### src/hdl/dat_pkg.sv
// Shared types and constants for the delayed action timer bank.
// No dependencies; every other file in hdl/ imports this package.
`default_nettype none
package dat_pkg;

  localparam int SLOTS      = 16;
  localparam int SLOT_W     = (SLOTS > 1) ? $clog2(SLOTS) : 1;
  localparam int ELAPSED_W  = 25;
  localparam int DELAY_W    = 24;
  localparam int QDEPTH     = 4;
  localparam int QPTR_W     = $clog2(QDEPTH);

  localparam logic [1:0] OP_TRIGGER = 2'd0;
  localparam logic [1:0] OP_CANCEL  = 2'd1;
  localparam logic [1:0] OP_TICK    = 2'd2;

  typedef struct packed {
    logic [1:0]         op;
    logic [3:0]         slot;
    logic [7:0]         channel;
    logic               action;
    logic [DELAY_W-1:0] delay_ms;
  } dat_in_t;

  typedef struct packed {
    logic [3:0] fired_slot;
    logic [7:0] fired_channel;
    logic       fired_action;
    logic       last;
  } dat_out_t;

  typedef enum logic [1:0] {
    CMD_ARM,
    CMD_DISARM,
    CMD_TICK
  } dat_kind_t;

  typedef struct packed {
    dat_kind_t          kind;
    logic [SLOT_W-1:0]  slot;
    logic [7:0]         channel;
    logic               action;
    logic [DELAY_W-1:0] delay;
  } dat_cmd_t;

  typedef enum logic [1:0] {
    BK_IDLE,
    BK_SCAN,
    BK_FLUSH
  } dat_bk_state_t;

endpackage
`default_nettype wire

### src/hdl/delayed_action_timer_bank_unit.sv
// Top level of the delayed action timer bank: front part, command queue, back part.
// Depends on dat_pkg, dat_front, dat_cmd_queue and dat_back.
//
//   port group | dir | payload    | handshake
//   in_*       | in  | dat_in_t   | in_valid / in_stall
//   out_*      | out | dat_out_t  | out_valid / out_stall
//
// In the back part trigger and cancel are done as they are popped; a tick is popped, then
// scans every slot in turn and then flushes, and it can also wait on out_stall.
// The front register and a four-entry queue keep taking items while a tick scans.
// Synchronous active-low reset disarms every slot and empties the queue.
// out_stall holds the scan when a second expired slot finds the output busy, and holds
// the flush cycle until the final result of the tick can move to the output.
`default_nettype none
module delayed_action_timer_bank_unit (
  input  wire               clk,
  input  wire               rst_n,
  input  wire               in_valid,
  output logic              in_stall,
  input  dat_pkg::dat_in_t  in_data,
  output logic              out_valid,
  input  wire               out_stall,
  output dat_pkg::dat_out_t out_data
);
  import dat_pkg::*;

  logic     f_valid;
  logic     f_ready;
  dat_cmd_t f_cmd;
  logic     q_valid;
  logic     q_pop;
  dat_cmd_t q_cmd;

  dat_front u_front (
    .clk       (clk),
    .rst_n     (rst_n),
    .in_valid  (in_valid),
    .in_stall  (in_stall),
    .in_data   (in_data),
    .cmd_valid (f_valid),
    .cmd_ready (f_ready),
    .cmd_data  (f_cmd)
  );

  dat_cmd_queue u_queue (
    .clk        (clk),
    .rst_n      (rst_n),
    .push_valid (f_valid),
    .push_ready (f_ready),
    .push_data  (f_cmd),
    .pop_valid  (q_valid),
    .pop        (q_pop),
    .pop_data   (q_cmd)
  );

  dat_back u_back (
    .clk       (clk),
    .rst_n     (rst_n),
    .cmd_valid (q_valid),
    .cmd_pop   (q_pop),
    .cmd_data  (q_cmd),
    .out_valid (out_valid),
    .out_stall (out_stall),
    .out_data  (out_data)
  );

endmodule
`default_nettype wire

### src/hdl/dat_front.sv
// Front part: takes input transfers, drops ignored items, turns the rest into commands.
// Depends on dat_pkg.
`default_nettype none
module dat_front (
  input  wire              clk,
  input  wire              rst_n,
  input  wire              in_valid,
  output logic             in_stall,
  input  dat_pkg::dat_in_t in_data,
  output logic             cmd_valid,
  input  wire              cmd_ready,
  output dat_pkg::dat_cmd_t cmd_data
);
  import dat_pkg::*;

  logic     hold_v_r;
  logic     hold_v_nxt;
  dat_cmd_t hold_r;
  dat_cmd_t hold_nxt;
  logic     in_accept;
  logic     keep;
  logic     slot_ok;

  assign in_stall  = hold_v_r && !cmd_ready;
  assign in_accept = in_valid && !in_stall;
  assign cmd_valid = hold_v_r;
  assign cmd_data  = hold_r;

  always_comb begin
    slot_ok          = (32'(in_data.slot) < SLOTS);
    hold_nxt         = hold_r;
    hold_nxt.slot    = SLOT_W'(in_data.slot);
    hold_nxt.channel = in_data.channel;
    hold_nxt.action  = in_data.action;
    hold_nxt.delay   = in_data.delay_ms;
    keep             = 1'b0;
    case (in_data.op)
      OP_TRIGGER: begin
        hold_nxt.kind = CMD_ARM;
        keep          = slot_ok;
      end
      OP_CANCEL: begin
        hold_nxt.kind = CMD_DISARM;
        keep          = slot_ok;
      end
      OP_TICK: begin
        hold_nxt.kind = CMD_TICK;
        keep          = 1'b1;
      end
      default: begin
        hold_nxt.kind = CMD_TICK;
        keep          = 1'b0;
      end
    endcase
  end

  always_comb begin
    hold_v_nxt = hold_v_r;
    if (in_accept) begin
      hold_v_nxt = keep;
    end else if (cmd_ready) begin
      hold_v_nxt = 1'b0;
    end
  end

  always_ff @(posedge clk) begin
    if (!rst_n) begin
      hold_v_r <= 1'b0;
    end else begin
      hold_v_r <= hold_v_nxt;
    end
  end

  always_ff @(posedge clk) begin
    if (in_accept) begin
      hold_r <= hold_nxt;
    end
  end

endmodule
`default_nettype wire

### src/hdl/dat_cmd_queue.sv
// Short command queue between the front and back parts.
// Depends on dat_pkg.
`default_nettype none
module dat_cmd_queue (
  input  wire               clk,
  input  wire               rst_n,
  input  wire               push_valid,
  output logic              push_ready,
  input  dat_pkg::dat_cmd_t push_data,
  output logic              pop_valid,
  input  wire               pop,
  output dat_pkg::dat_cmd_t pop_data
);
  import dat_pkg::*;

  dat_cmd_t          mem_r [QDEPTH];
  logic [QPTR_W-1:0] wr_ptr_r;
  logic [QPTR_W-1:0] wr_ptr_nxt;
  logic [QPTR_W-1:0] rd_ptr_r;
  logic [QPTR_W-1:0] rd_ptr_nxt;
  logic [QPTR_W:0]   count_r;
  logic [QPTR_W:0]   count_nxt;
  logic              do_push;
  logic              do_pop;

  assign push_ready = (count_r != (QPTR_W+1)'(QDEPTH));
  assign pop_valid  = (count_r != '0);
  assign pop_data   = mem_r[rd_ptr_r];
  assign do_push    = push_valid && push_ready;
  assign do_pop     = pop && pop_valid;

  always_comb begin
    wr_ptr_nxt = do_push ? wr_ptr_r + 1'b1 : wr_ptr_r;
    rd_ptr_nxt = do_pop ? rd_ptr_r + 1'b1 : rd_ptr_r;
    count_nxt  = count_r;
    if (do_push && !do_pop) begin
      count_nxt = count_r + 1'b1;
    end else if (do_pop && !do_push) begin
      count_nxt = count_r - 1'b1;
    end
  end

  always_ff @(posedge clk) begin
    if (!rst_n) begin
      wr_ptr_r <= '0;
      rd_ptr_r <= '0;
      count_r  <= '0;
    end else begin
      wr_ptr_r <= wr_ptr_nxt;
      rd_ptr_r <= rd_ptr_nxt;
      count_r  <= count_nxt;
    end
  end

  always_ff @(posedge clk) begin
    if (do_push) begin
      mem_r[wr_ptr_r] <= push_data;
    end
  end

endmodule
`default_nettype wire

### src/hdl/dat_back.sv
// Back part: holds the slot table, runs arm and cancel, scans slots on each tick.
// Depends on dat_pkg.
`default_nettype none
module dat_back (
  input  wire               clk,
  input  wire               rst_n,
  input  wire               cmd_valid,
  output logic              cmd_pop,
  input  dat_pkg::dat_cmd_t cmd_data,
  output logic              out_valid,
  input  wire               out_stall,
  output dat_pkg::dat_out_t out_data
);
  import dat_pkg::*;

  logic [SLOTS-1:0]     armed_r;
  logic [7:0]           chan_r  [SLOTS];
  logic                 act_r   [SLOTS];
  logic [DELAY_W-1:0]   delay_r [SLOTS];
  logic [ELAPSED_W-1:0] elap_r  [SLOTS];

  dat_bk_state_t        state_r;
  dat_bk_state_t        state_nxt;
  logic [SLOT_W-1:0]    idx_r;
  logic                 pend_v_r;
  dat_out_t             pend_r;
  logic                 out_valid_r;
  dat_out_t             out_r;

  logic [ELAPSED_W-1:0] elap_cur;
  logic [ELAPSED_W-1:0] elap_inc;
  logic                 fire;
  logic                 out_free;
  logic                 last_idx;
  logic                 step;
  logic                 do_arm;
  logic                 do_disarm;
  logic                 start_tick;
  logic                 push;
  logic                 push_last;

  assign out_valid = out_valid_r;
  assign out_data  = out_r;
  assign out_free  = !out_valid_r || !out_stall;

  // Elapsed count of the slot under scan, advanced and saturated.
  assign elap_cur = elap_r[idx_r];
  assign elap_inc = (elap_cur == '1) ? elap_cur : elap_cur + 1'b1;
  assign fire     = armed_r[idx_r] && (elap_inc > {1'b0, delay_r[idx_r]});
  assign last_idx = (32'(idx_r) == SLOTS - 1);

  always_comb begin
    state_nxt = state_r;
    case (state_r)
      BK_IDLE: begin
        if (cmd_valid && cmd_data.kind == CMD_TICK) begin
          state_nxt = BK_SCAN;
        end
      end
      BK_SCAN: begin
        if (step && last_idx) begin
          state_nxt = BK_FLUSH;
        end
      end
      BK_FLUSH: begin
        if (!pend_v_r || out_free) begin
          state_nxt = BK_IDLE;
        end
      end
      default: state_nxt = BK_IDLE;
    endcase
  end

  always_comb begin
    cmd_pop    = 1'b0;
    do_arm     = 1'b0;
    do_disarm  = 1'b0;
    start_tick = 1'b0;
    step       = 1'b0;
    push       = 1'b0;
    push_last  = 1'b0;
    case (state_r)
      BK_IDLE: begin
        cmd_pop    = cmd_valid;
        do_arm     = cmd_valid && cmd_data.kind == CMD_ARM;
        do_disarm  = cmd_valid && cmd_data.kind == CMD_DISARM;
        start_tick = cmd_valid && cmd_data.kind == CMD_TICK;
      end
      BK_SCAN: begin
        // Hold the scan when a second firing needs the output register and it is busy.
        step = !(fire && pend_v_r && !out_free);
        push = step && fire && pend_v_r;
      end
      BK_FLUSH: begin
        push      = pend_v_r && out_free;
        push_last = 1'b1;
      end
      default: begin
        cmd_pop = 1'b0;
      end
    endcase
  end

  always_ff @(posedge clk) begin
    if (!rst_n) begin
      state_r     <= BK_IDLE;
      armed_r     <= '0;
      pend_v_r    <= 1'b0;
      out_valid_r <= 1'b0;
      idx_r       <= '0;
    end else begin
      state_r <= state_nxt;
      if (start_tick) begin
        idx_r <= '0;
      end else if (step) begin
        idx_r <= idx_r + 1'b1;
      end
      if (do_arm) begin
        armed_r[cmd_data.slot] <= 1'b1;
      end else if (do_disarm) begin
        armed_r[cmd_data.slot] <= 1'b0;
      end else if (step && fire) begin
        armed_r[idx_r] <= 1'b0;
      end
      if (step && fire) begin
        pend_v_r <= 1'b1;
      end else if (state_r == BK_FLUSH && push) begin
        pend_v_r <= 1'b0;
      end
      if (push) begin
        out_valid_r <= 1'b1;
      end else if (!out_stall) begin
        out_valid_r <= 1'b0;
      end
    end
  end

  always_ff @(posedge clk) begin
    if (do_arm) begin
      chan_r[cmd_data.slot]  <= cmd_data.channel;
      act_r[cmd_data.slot]   <= cmd_data.action;
      delay_r[cmd_data.slot] <= cmd_data.delay;
      elap_r[cmd_data.slot]  <= '0;
    end else if (step && armed_r[idx_r]) begin
      elap_r[idx_r] <= elap_inc;
    end
    if (step && fire) begin
      pend_r <= {4'(idx_r), chan_r[idx_r], act_r[idx_r], 1'b0};
    end
    if (push) begin
      out_r <= {pend_r.fired_slot, pend_r.fired_channel, pend_r.fired_action, push_last};
    end
  end

endmodule
`default_nettype wire
### config.mk
export PLATFORM = sky130hd
export DESIGN_NAME = delayed_action_timer_bank_unit
export DESIGN_NICKNAME = d
export VERILOG_FILES = /design/src/hdl/dat_pkg.sv /design/src/hdl/delayed_action_timer_bank_unit.sv /design/src/hdl/dat_front.sv /design/src/hdl/dat_cmd_queue.sv /design/src/hdl/dat_back.sv
export SDC_FILE = /design/constraint.sdc
export NUM_CORES = 1
export LEC_CHECK = 0
export BUFFER_PORTS_ARGS = -buffer_cell sky130_fd_sc_hd__buf_2
export CAP_MARGIN = 10
export CORE_ASPECT_RATIO = 1.5
export CORE_MARGIN = 5
export CORE_UTILIZATION = 50
export CTS_CLUSTER_DIAMETER = 50
export DETAILED_ROUTE_END_ITERATION = 6
export GPL_TIMING_DRIVEN = 0
export PLACE_DENSITY = 0.72
export SLEW_MARGIN = 20
export SYNTH_ARGS = -nofsm -noshare
export SYNTH_HDL_FRONTEND = slang
export SYNTH_HIERARCHICAL = 1
export SYNTH_SLANG_ARGS = --single-unit
### constraint.sdc
create_clock -name clk -period 15.85 [get_ports clk]
set_input_delay 0.7925 -clock clk [delete_from_list [all_inputs] [get_ports clk]]
set_output_delay 0.7925 -clock clk [all_outputs]
set_load 0.02 [all_outputs]
Yosys cells after proc, flatten, opt, wreduce, memory -nomap -nowiden
Memories as Yosys holds them, arrays and structs flattened. A register that Yosys moved wholly into a read port is not among the register bits.
Cells that the tools add are included.
{"block": "op_classes", "add_sub_neg": 6, "order_cmp": 5, "eq_ne": 13, "muxes": 47, "n_bitwise": 6, "n_reduce_logical": 44}
{"op": "2-to-1 mux 25 bit", "count": 2}
{"op": "2-to-1 mux 16 bit", "count": 3}
{"op": "AND 16 bit", "count": 2}
{"op": "NOT 16 bit", "count": 2}
{"op": "adder 25 x 1 -> 25 bit (second input constant)", "count": 1}
{"op": "== test 25 bit (second input constant)", "count": 1}
{"op": "> comparator 25 x 24 -> 1 bit", "count": 1}
{"op": "OR reduction 25 bit", "count": 1}
{"op": "2-to-1 mux 1 bit", "count": 24}
{"op": "logical AND 1 bit", "count": 21}
{"op": "2-to-1 mux 4 bit", "count": 5}
{"op": "OR 16 bit", "count": 1}
{"op": "< comparator 4 x 5 -> 1 bit (second input constant)", "count": 2}
{"op": "2-to-1 mux 2 bit", "count": 5}
{"op": "zero test 1 bit", "count": 9}
{"op": "demux 1 bit (select 4 bit)", "count": 2}
{"op": ">= comparator 4 x 1 -> 1 bit (second input constant)", "count": 2}
{"op": "!= test 2 x 1 -> 1 bit (second input constant)", "count": 4}
{"op": "== test 2 x 1 -> 1 bit (second input constant)", "count": 3}
{"op": "== test 2 bit (second input constant)", "count": 3}
{"op": "zero test 2 bit", "count": 3}
{"op": "2-to-1 mux 3 bit", "count": 2}
{"op": "case mux 2 bit (3 select lines)", "count": 1}
{"op": "nonzero test 2 bit", "count": 3}
{"op": "other kinds (15)", "count": 18}
{"block": "word_totals", "reg_bits": 89, "ramBits": 1084, "input_bits": 43, "out_inout_bits": 16, "memories": 5}
{"memory": "u_back.elap_r", "words": 16, "width": 25, "read_ports": 1, "rd_ports_with_merged_regs": 1, "write_ports": 1, "line_no": "dat_back.sv:20", "text": "logic [ELAPSED_W-1:0] elap_r [SLOTS];"}
{"memory": "u_back.delay_r", "words": 16, "width": 24, "read_ports": 1, "rd_ports_with_merged_regs": 1, "write_ports": 1, "line_no": "dat_back.sv:19", "text": "logic [DELAY_W-1:0] delay_r [SLOTS];"}
{"memory": "u_queue.mem_r", "words": 4, "width": 39, "read_ports": 1, "rd_ports_with_merged_regs": 1, "write_ports": 1, "line_no": "dat_cmd_queue.sv:16", "text": "dat_cmd_t mem_r [QDEPTH];"}
{"memory": "u_back.chan_r", "words": 16, "width": 8, "read_ports": 1, "rd_ports_with_merged_regs": 1, "write_ports": 1, "line_no": "dat_back.sv:17", "text": "logic [7:0] chan_r [SLOTS];"}
{"memory": "u_back.act_r", "words": 16, "width": 1, "read_ports": 1, "rd_ports_with_merged_regs": 1, "write_ports": 1, "line_no": "dat_back.sv:18", "text": "logic act_r [SLOTS];"}

Longest topological paths before layout
Gate-level depths: netlist of the first run.
{"block": "logic_depth", "word_depth": 14, "ltp_mapped": 28}

Hierarchy
Netlist of the first run, hierarchy kept.
{"mod": "dat_back", "n_inst": 1, "cells_per_inst": 1874, "area_per_inst_um2": 39352.7, "seq_area_each_um2": 29238.0}
{"mod": "dat_cmd_queue", "n_inst": 1, "cells_per_inst": 251, "area_per_inst_um2": 6097.1, "seq_area_each_um2": 4864.7}
{"mod": "dat_front", "n_inst": 1, "cells_per_inst": 46, "area_per_inst_um2": 1236.2, "seq_area_each_um2": 1191.1}

Worst setup path before layout of the first run
OpenSTA, ideal clock, no wires.
{"block": "synth_path", "path_kind": "flip-flop to flip-flop", "from": "register with a tool-made name", "to": "memory u_back.elap_r[7][0], enable pin", "setup_time_ns": 0.447, "arrival_ns": 7.213, "t_required_ns": 15.403, "slack_ns": 8.190, "stages_incl_launch_ff": 23, "path_buffers": 10, "synth_period_minus_slack_ns": 7.660, "cell_sequence": "dfxtp_1 > buf_6 > buf_12 > buf_12 > buf_12 > buf_12 > buf_4 > buf_1 > buf_1 > mux4_2 > mux4_2 > inv_1 > ha_1 > a211oi_1 > o211ai_1 > o311ai_0 > o2111ai_1 > a221oi_4 > o41ai_4 > a21o_1 > buf_4 > buf_6 > o32ai_1"}
{"item": "end: declaration", "line_no": "dat_back.sv:20"}

==> results.txt, run 1 <==
The run finished with clean final reports. Among all flip-flop cells after synthesis, the most frequent one is edfxtp_1. STA classifies the critical path startpoint as a register.

The worst path setup slack after routing came out at 6.66 ns. The overall via count from detail_route is 22908. At the end of routability-driven placement, the weighted congestion stood at 0.861.

The clock net in this run drives a total of between 1000 and 1500 sinks. The synthesized netlist net count came out at 2252. The total wirelength of the detailed-routed design is 108000 um. The first-pass GRT wire length is 161000 um. The kind of cell with the highest combined delay along the critical path is compound AO/OA/AOI/OAI gates. The number of warnings reported in the yosys synthesis log is 6. Among all stages on the critical path, the largest delay is contributed by a21oi_4. The clock slew at the register clock pins of the worst setup and hold paths is 0.06 ns. Counting the fill cells in the layout gives 6597. Clock tree synthesis selected as its root buffer the cell clkbuf_16. The share of synthesized area occupied by flip-flops and latches came out at 0.756. For the worst setup path, the data required time is 16.24 ns. The part of the cycle the worst path needs came out at 0.580. Setup repair after global routing left no endpoint under its margin. The deepest level of the CTS H-tree came out at 3.

Yosys mapped the design onto 76 distinct sky130hd cell types. The fraction of layout cells with a size suffix above 1 came out at 0.273. Summed over all layers, the global routing overflow is 0. The number of buffers inserted by port buffering is slightly below 60. Dividing the detail-routed wire length by the instance count gives between 20 and 30 um. The most frequent cell on the critical path is buf_2. The insertion delay of the later-clocked pin in the worst-skew pair is approximately 0.70 ns.

The final critical path time including I/O delays and setup came out at 9.19 ns. The total clock buffers created by CTS is 104. The overall routing resource usage is 0.220. The die outline area came out at roughly 100000 um^2. After detailed routing, the number of vias per cell comes to 6.13.

The initial antenna violation count came to 0. The total of hold buffers inserted after clock tree synthesis came out at 0. The worst voltage drop across the vdd grid is 0.000102 V. At the end of the flow the core is filled with cells to 0.578.

The kind of capture point of the worst setup path is a register. Once detail routing completed, the nets flagged for antenna violations numbered 0. The share of synthesized area in the top cell type comes to 0.740. The setup violation total in the final timing report came out at 0. The max-capacitance violation count is 0. The diode insertion count for antenna repair is 0. Once the clock tree was built, the resizer swapped 0 gates to a different size.

The signed area change from the synthesized netlist to the final layout is 15.0%. The combined area of all synthesized cells is between 40000 and 50000 um^2. The initial detailed-routing violation count came out at approximately 2300. The buffers plus inverters on the worst setup path is 7.

After floorplanning, the core was divided into 137 placement rows. The power density normalized to cell area came out at 135 nW/um^2. The number of I/O pins is 59. The synthesized design contains about 1200 enable-type register cells.

Detailed placement ended at an HPWL of 70300 um. The number of max-slew violations in the final report came out at 0. The post-synthesis register bit count is 1188. Data on the critical path arrives at its endpoint at 9.59 ns.

For this run, asynchronously set or reset flops after synthesis account for 0. The mean instance size in the synthesized netlist is 21.5 um^2. The total core area came out at 92900 um^2. The biggest area contributor in the post-synthesis netlist is edfxtp_1. The normalized max-slew margin came out at 0.263.

The static power due to leakage came out at 16.2 nW. The setup total negative slack came out at 0 ns. The clock skew after layout is 0.0615 ns. The maximum count of clock buffers along a single path came out at 3. The class of the tightest hold or removal check is in2reg. Before CTS, the worst setup slack after placement is 6.81 ns. The highest net fanout along the worst path is 14. The horizontal extent of the die is 259 um. For this run, the slowest stage of the critical path takes 0.72 ns. For this run, design rule violations remaining after detail routing come to 0.

The initial utilization of the core area, before any placement, comes to 0.503. The worst hold path begins at in_data[29]. The buffer count from post-CTS setup fixing came out at 0. The detailed-routing iteration count for the pre-antenna-repair pass came out at 5.

The worst setup path is of the reg2reg kind. TritonCTS built the clock tree. The largest net degree at the start of global routing is 27. By area the synthesized netlist is led by edfxtp_1 74%, mux4_2 13%, dfxtp_1 1.6%. The via count of the first global-routing pass came out at 24257.

For this run, the post-layout net count is 2480. The measured slew at the worst slew-check pin came out at 1.10 ns. The number of hold-slack violations in the final timing report came out at 0.

The achievable clock frequency is 0.109 GHz. Measured along the y axis, the die boundary spans 384 um. The post-synthesis cell count is 2171.
registers in the layout, summed over array words and instances, names as in the netlist, named ones only:
register           cells
u_queue/count_r        3
u_back/act_r          16
u_back/state_r         2
u_back/out_data       14
u_back/out_valid       1
u_back/pend_r         13
u_queue/mem_r        156
u_front/cmd_data      39
u_back/chan_r        128
u_back/armed_r        16
u_back/elap_r        400
u_back/delay_r       384
u_queue/wr_ptr_r       2
u_front/cmd_valid      1
u_queue/rd_ptr_r       2
u_back/pend_v_r        1
u_back/idx_r           4
through the flow:
| stage | cells | power [mW] | area, um^2 | hold slack (ns) |
|---|---|---|---|---|
| after global placement | 3480 | 4.69 | 48500 | 0.405 |
| final | 3736 | 7.25 | 53700 | 0.271 |
| after CTS | 3734 | 7.30 | 53600 | 0.209 |
| after detailed placement | 3542 | 4.77 | 50200 | 0.405 |
| after floorplan | 2171 | 4.42 | 46700 | 0.400 |
| after global routing | 3736 | 7.52 | 53700 | 0.230 |
synthesized netlist by cell type (all sizes together), types with 19 or more instances:
cell and instances:
ha 37, a21oi 44, a22oi 19, edfxtp 1150, nand3 21, inv 42, clkbuf 39, mux4 298
and2 36, nand2 70, mux2i 40, o21ai 37, nor2 57, dfxtp 38, buf 59, nor2b 23
worst register-to-register path: stages (launching register included):
cell	delay (ns)
dfxtp_1	0.30
buf_2	0.21
buf_2	0.30
buf_2	0.33
buf_2	0.31
buf_1	0.66
mux4_2	0.45
ha_1	0.18
o21ai_0	0.11
a21oi_1	0.26
nand2_1	0.32
or3_1	0.47
nor4b_2	0.26
xor2_1	0.63
ha_1	0.39
a21oi_1	0.13
o21ai_0	0.15
nand2b_1	0.17
and3b_1	0.20
a221oi_4	0.51
o41ai_4	0.31
a21oi_2	0.52
clkbuf_1	0.56
nand2_1	0.22
a21oi_4	0.72
buf_16	0.25
cells by family after synthesis:
kind of cell | share of synthesized area
compound gates | 0.0283
xor+xnor | 0.00413
buf+inv | 0.0159
flops | 0.756
fa+ha+maj | 0.0103
mux | 0.155
simple gates | 0.0307
per-layer routing:
metal	global-route usage	vias to the layer above	share of wire	wire length, um
met5	0	-	0	0
li1	-	9498	-	-
met4	0.0893	0	0.045	4820
met3	0.0360	264	0.067	7230
met1	0.264	12001	0.35	37600
met2	0.396	1145	0.54	58400
layout by cell type, fill, tap and decap left out, drive strengths merged, types with 19 or more instances in the layout:
master  count
clkinv     37
buf       178
o21ai      37
mux4      298
a22oi      19
and2       36
dfxtp      38
mux2i      40
nand3      21
a21oi      44
nand2      70
edfxtp   1150
ha         37
inv        49
nor2       57
nor2b      23
clkbuf    175
where the power goes:
group	internal [mW]	switching, mW	leakage [nW]
logic	0.436	0.628	4.20
clock network	1.44	1.10	1.69
registers	3.61	0.0312	10.3
cell type report:
| type | instances | area (um^2) | area share |
|---|---|---|---|
| sequential | 1188 | 35300 | 0.658 |
| multi-input combinational | 843 | 11000 | 0.206 |
| clock buffer | 133 | 2780 | 0.0518 |
| timing repair buffer | 122 | 1580 | 0.0294 |
| tap | 1251 | 1570 | 0.0292 |
| clock inverter | 59 | 669 | 0.0125 |
| buffer | 98 | 596 | 0.0111 |
| inverter | 42 | 158 | 0.00294 |
final timing paths:
kind / to / slack [ns] / depth (start not counted)
worst min register to register: u_back/out_data[12] / 0.42 / 0
worst max register to register: u_back/elap_r[8][21] / 6.66 / 25
worst min-delay path: u_front/cmd_data[29] / 0.27 / 1
worst max-delay path: u_back/elap_r[8][21] / 6.66 / 25
Power figures use the tool's default switching activity.
==> run 2, diff against run 1 <==
Settings changed: PLACE_DENSITY 0.72 to 0.74.
Clock period 15.85 ns to 7.55 ns, I/O delays scaled along.
==> results.txt, run 2 (same netlist as run 1, synthesis figures left out) <==
Leaving out fill and tap cells, the most frequent cell in the layout is edfxtp_1. In the final layout, the share of cells above drive strength 1 is 0.286. The tree built by TritonCTS fans out to around 1200 sinks. The number of hold-slack violations in the final timing report is 0. The worst voltage drop across the vdd grid is roughly 0.00023 V. Entering global routing, the biggest net connects 26 pins.

On the final layout, the worst clock skew is 0.0720 ns. For the worst setup path, the data arrival time is 7.78 ns. The buffers plus inverters on the worst setup path is 12. Measured on the finished design, the core utilization comes to 0.588.

The clock passes through at most 3 buffers. STA classifies the critical path endpoint as a register. The checks that failed: design-rule violations. The first detailed-routing pass ran for 7 iterations.

For this run, the top clock speed supported by timing is 0.136 GHz. The congestion estimate from routability-driven global placement came to 0.860. The routed design could run at a clock period as short as roughly 7.4 ns. Measured along the x axis, the die boundary spans roughly 260 um. The core region is a little over 90000 um^2. The power density normalized to cell area came out at 277 nW/um^2. Setup repair after global routing left no endpoint under its margin. At the pin with the least slew margin, the transition time is 1.12 ns.

The via count of the first global-routing pass is approximately 25000. The setup violation total in the final timing report came out at 0. The part of the cycle the worst path needs came out at 0.976. The initial antenna violation count is 1. For this design the static power due to leakage is 16.6 nW. The worst path setup slack after routing is 0.179 ns. The cell row count is 137. The overall routing resource usage is 0.227. The worst setup path is launched from a register. The total area of multi-input combinational cells came out at 11100 um^2. The deepest level of the CTS H-tree came out at 3.

From bottom edge to top edge, the die measures 384 um. For the worst setup path, the data required time is ~8.0 ns. The flip-flop count of the largest register after layout is 400. Among cell families on the critical path, the largest total delay comes from buffers and inverters. Clock tree synthesis selected as its root buffer the cell clkbuf_16. The overall via count from detail_route came out at 23436. The path class of the tightest hold or removal check is in2reg. The normalized max-slew margin is 0.250. The insertion delay of the later-clocked pin in the worst-skew pair came out at just over 0.7 ns. The number of I/O pins came out at 59. The number of buffers inserted by port buffering came out at 58. Dividing the detail-routed wire length by the instance count gives about 29 um. The top cell types in the final layout, fill and taps aside, are 1150 x edfxtp_1, 279 x mux4_2, 104 x clkbuf_16. After routing the design area is 54600 um^2.

The first-pass GRT wire length came out at 165000 um. The number of design rule violations left after detail routing is 2. In the routed layout, each cell is associated on average with a via count of about 6.1. The max-capacitance violation count is 0. The total wirelength of the detailed-routed design came out at 112000 um.

The slowest stage of the critical path belongs to the cell mux4_2. The maximum single-stage delay on the critical path came out at 0.55 ns. The run finished, with violations left. The largest registers in the layout are u_back/elap_r (400), u_back/delay_r (384), u_queue/mem_r (156). The final-stage net count came out at 2551.

TritonCTS built the clock tree. After the first detailed-routing iteration, the DRC count stood at approximately 2500. The signed area change from the synthesized netlist to the final layout came out at 17.0%. The die outline area is 99700 um^2. The critical path is of the reg2reg type. The detail route stage leaves a number of antenna-violating nets equal to 0. The final-layout fill cell count came out at 6485.

The number of max-slew violations in the final report came to 0. The total chip power is 15.2 mW. Clock-pin slew was measured on the worst setup and hold paths at ~0.070 ns. The register cell area after layout is 35300 um^2. Once placement finished, the instance area stood at about 50000 um^2. The register with the most flip-flops in the final layout is u_back/elap_r. The total global routing overflow came out at 0.

At the placement stage, the worst setup path has a slack of -1.43 ns. The highest net fanout along the worst path is 10. In this run, CTS created clock tree buffers numbering 103. The initial core utilization is 0.503.

The HPWL after detailed placement is 71900 um.
## run 2: what timing repair did
action	CTS	global route
buffers inserted	26	1
hold buffers	41	0
gates resized for setup	31	12
endpoints found under the hold margin	40	0
endpoints found under the setup margin	800	657
pin swaps	13	1
## run 2: layout make-up
| class | instances | area share |
|---|---|---|
| plain buffers | 96 | 0.0120 |
| flip-flops and latches | 1188 | 0.646 |
| multi-input cells | 843 | 0.203 |
| well taps | 1251 | 0.0287 |
| clock inverters | 58 | 0.0108 |
| repair buffers | 196 | 0.0454 |
| inverters | 42 | 0.00289 |
| clock buffers | 136 | 0.0506 |
| diodes | 1 | 0.0000458 |
## run 2: per-stage QoR
step           hold WS, ns  std cells  setup TNS, ns
2_1_floorplan        0.400       2171              0
3_3_place_gp         0.405       3480       -1701.65
3_5_place_dp         0.407       3550        -559.96
4_1_cts             0.0352       3811              0
5_1_grt             0.0619       3810              0
6_report            0.0870       3811              0
## run 2: report_power, final
| part | switching [mW] | internal (mW) |
|---|---|---|
| registers | 0.0683 | 7.58 |
| clock network | 2.36 | 2.85 |
| logic | 1.34 | 0.953 |
## run 2: worst paths after layout
check                    startpoint             endpoint  slack [ns]  cells after the start
setup / recovery           register  u_back/elap_r[7][0]        0.18                     29
hold / removal            out_stall  u_back/out_data[13]        0.09                      2
setup reg to reg           register  u_back/elap_r[7][0]        0.18                     29
hold reg to reg   u_back/pend_r[13]  u_back/out_data[13]        0.42                      0
## run 2: layer usage
metal / up-vias / global-route usage / wire, um
li1: 9641 / - / -
met1: 12226 / 0.266 / 37900
met2: 1262 / 0.416 / 60900
met3: 307 / 0.0352 / 7770
met4: 0 / 0.0946 / 5140
met5: - / 0 / 0
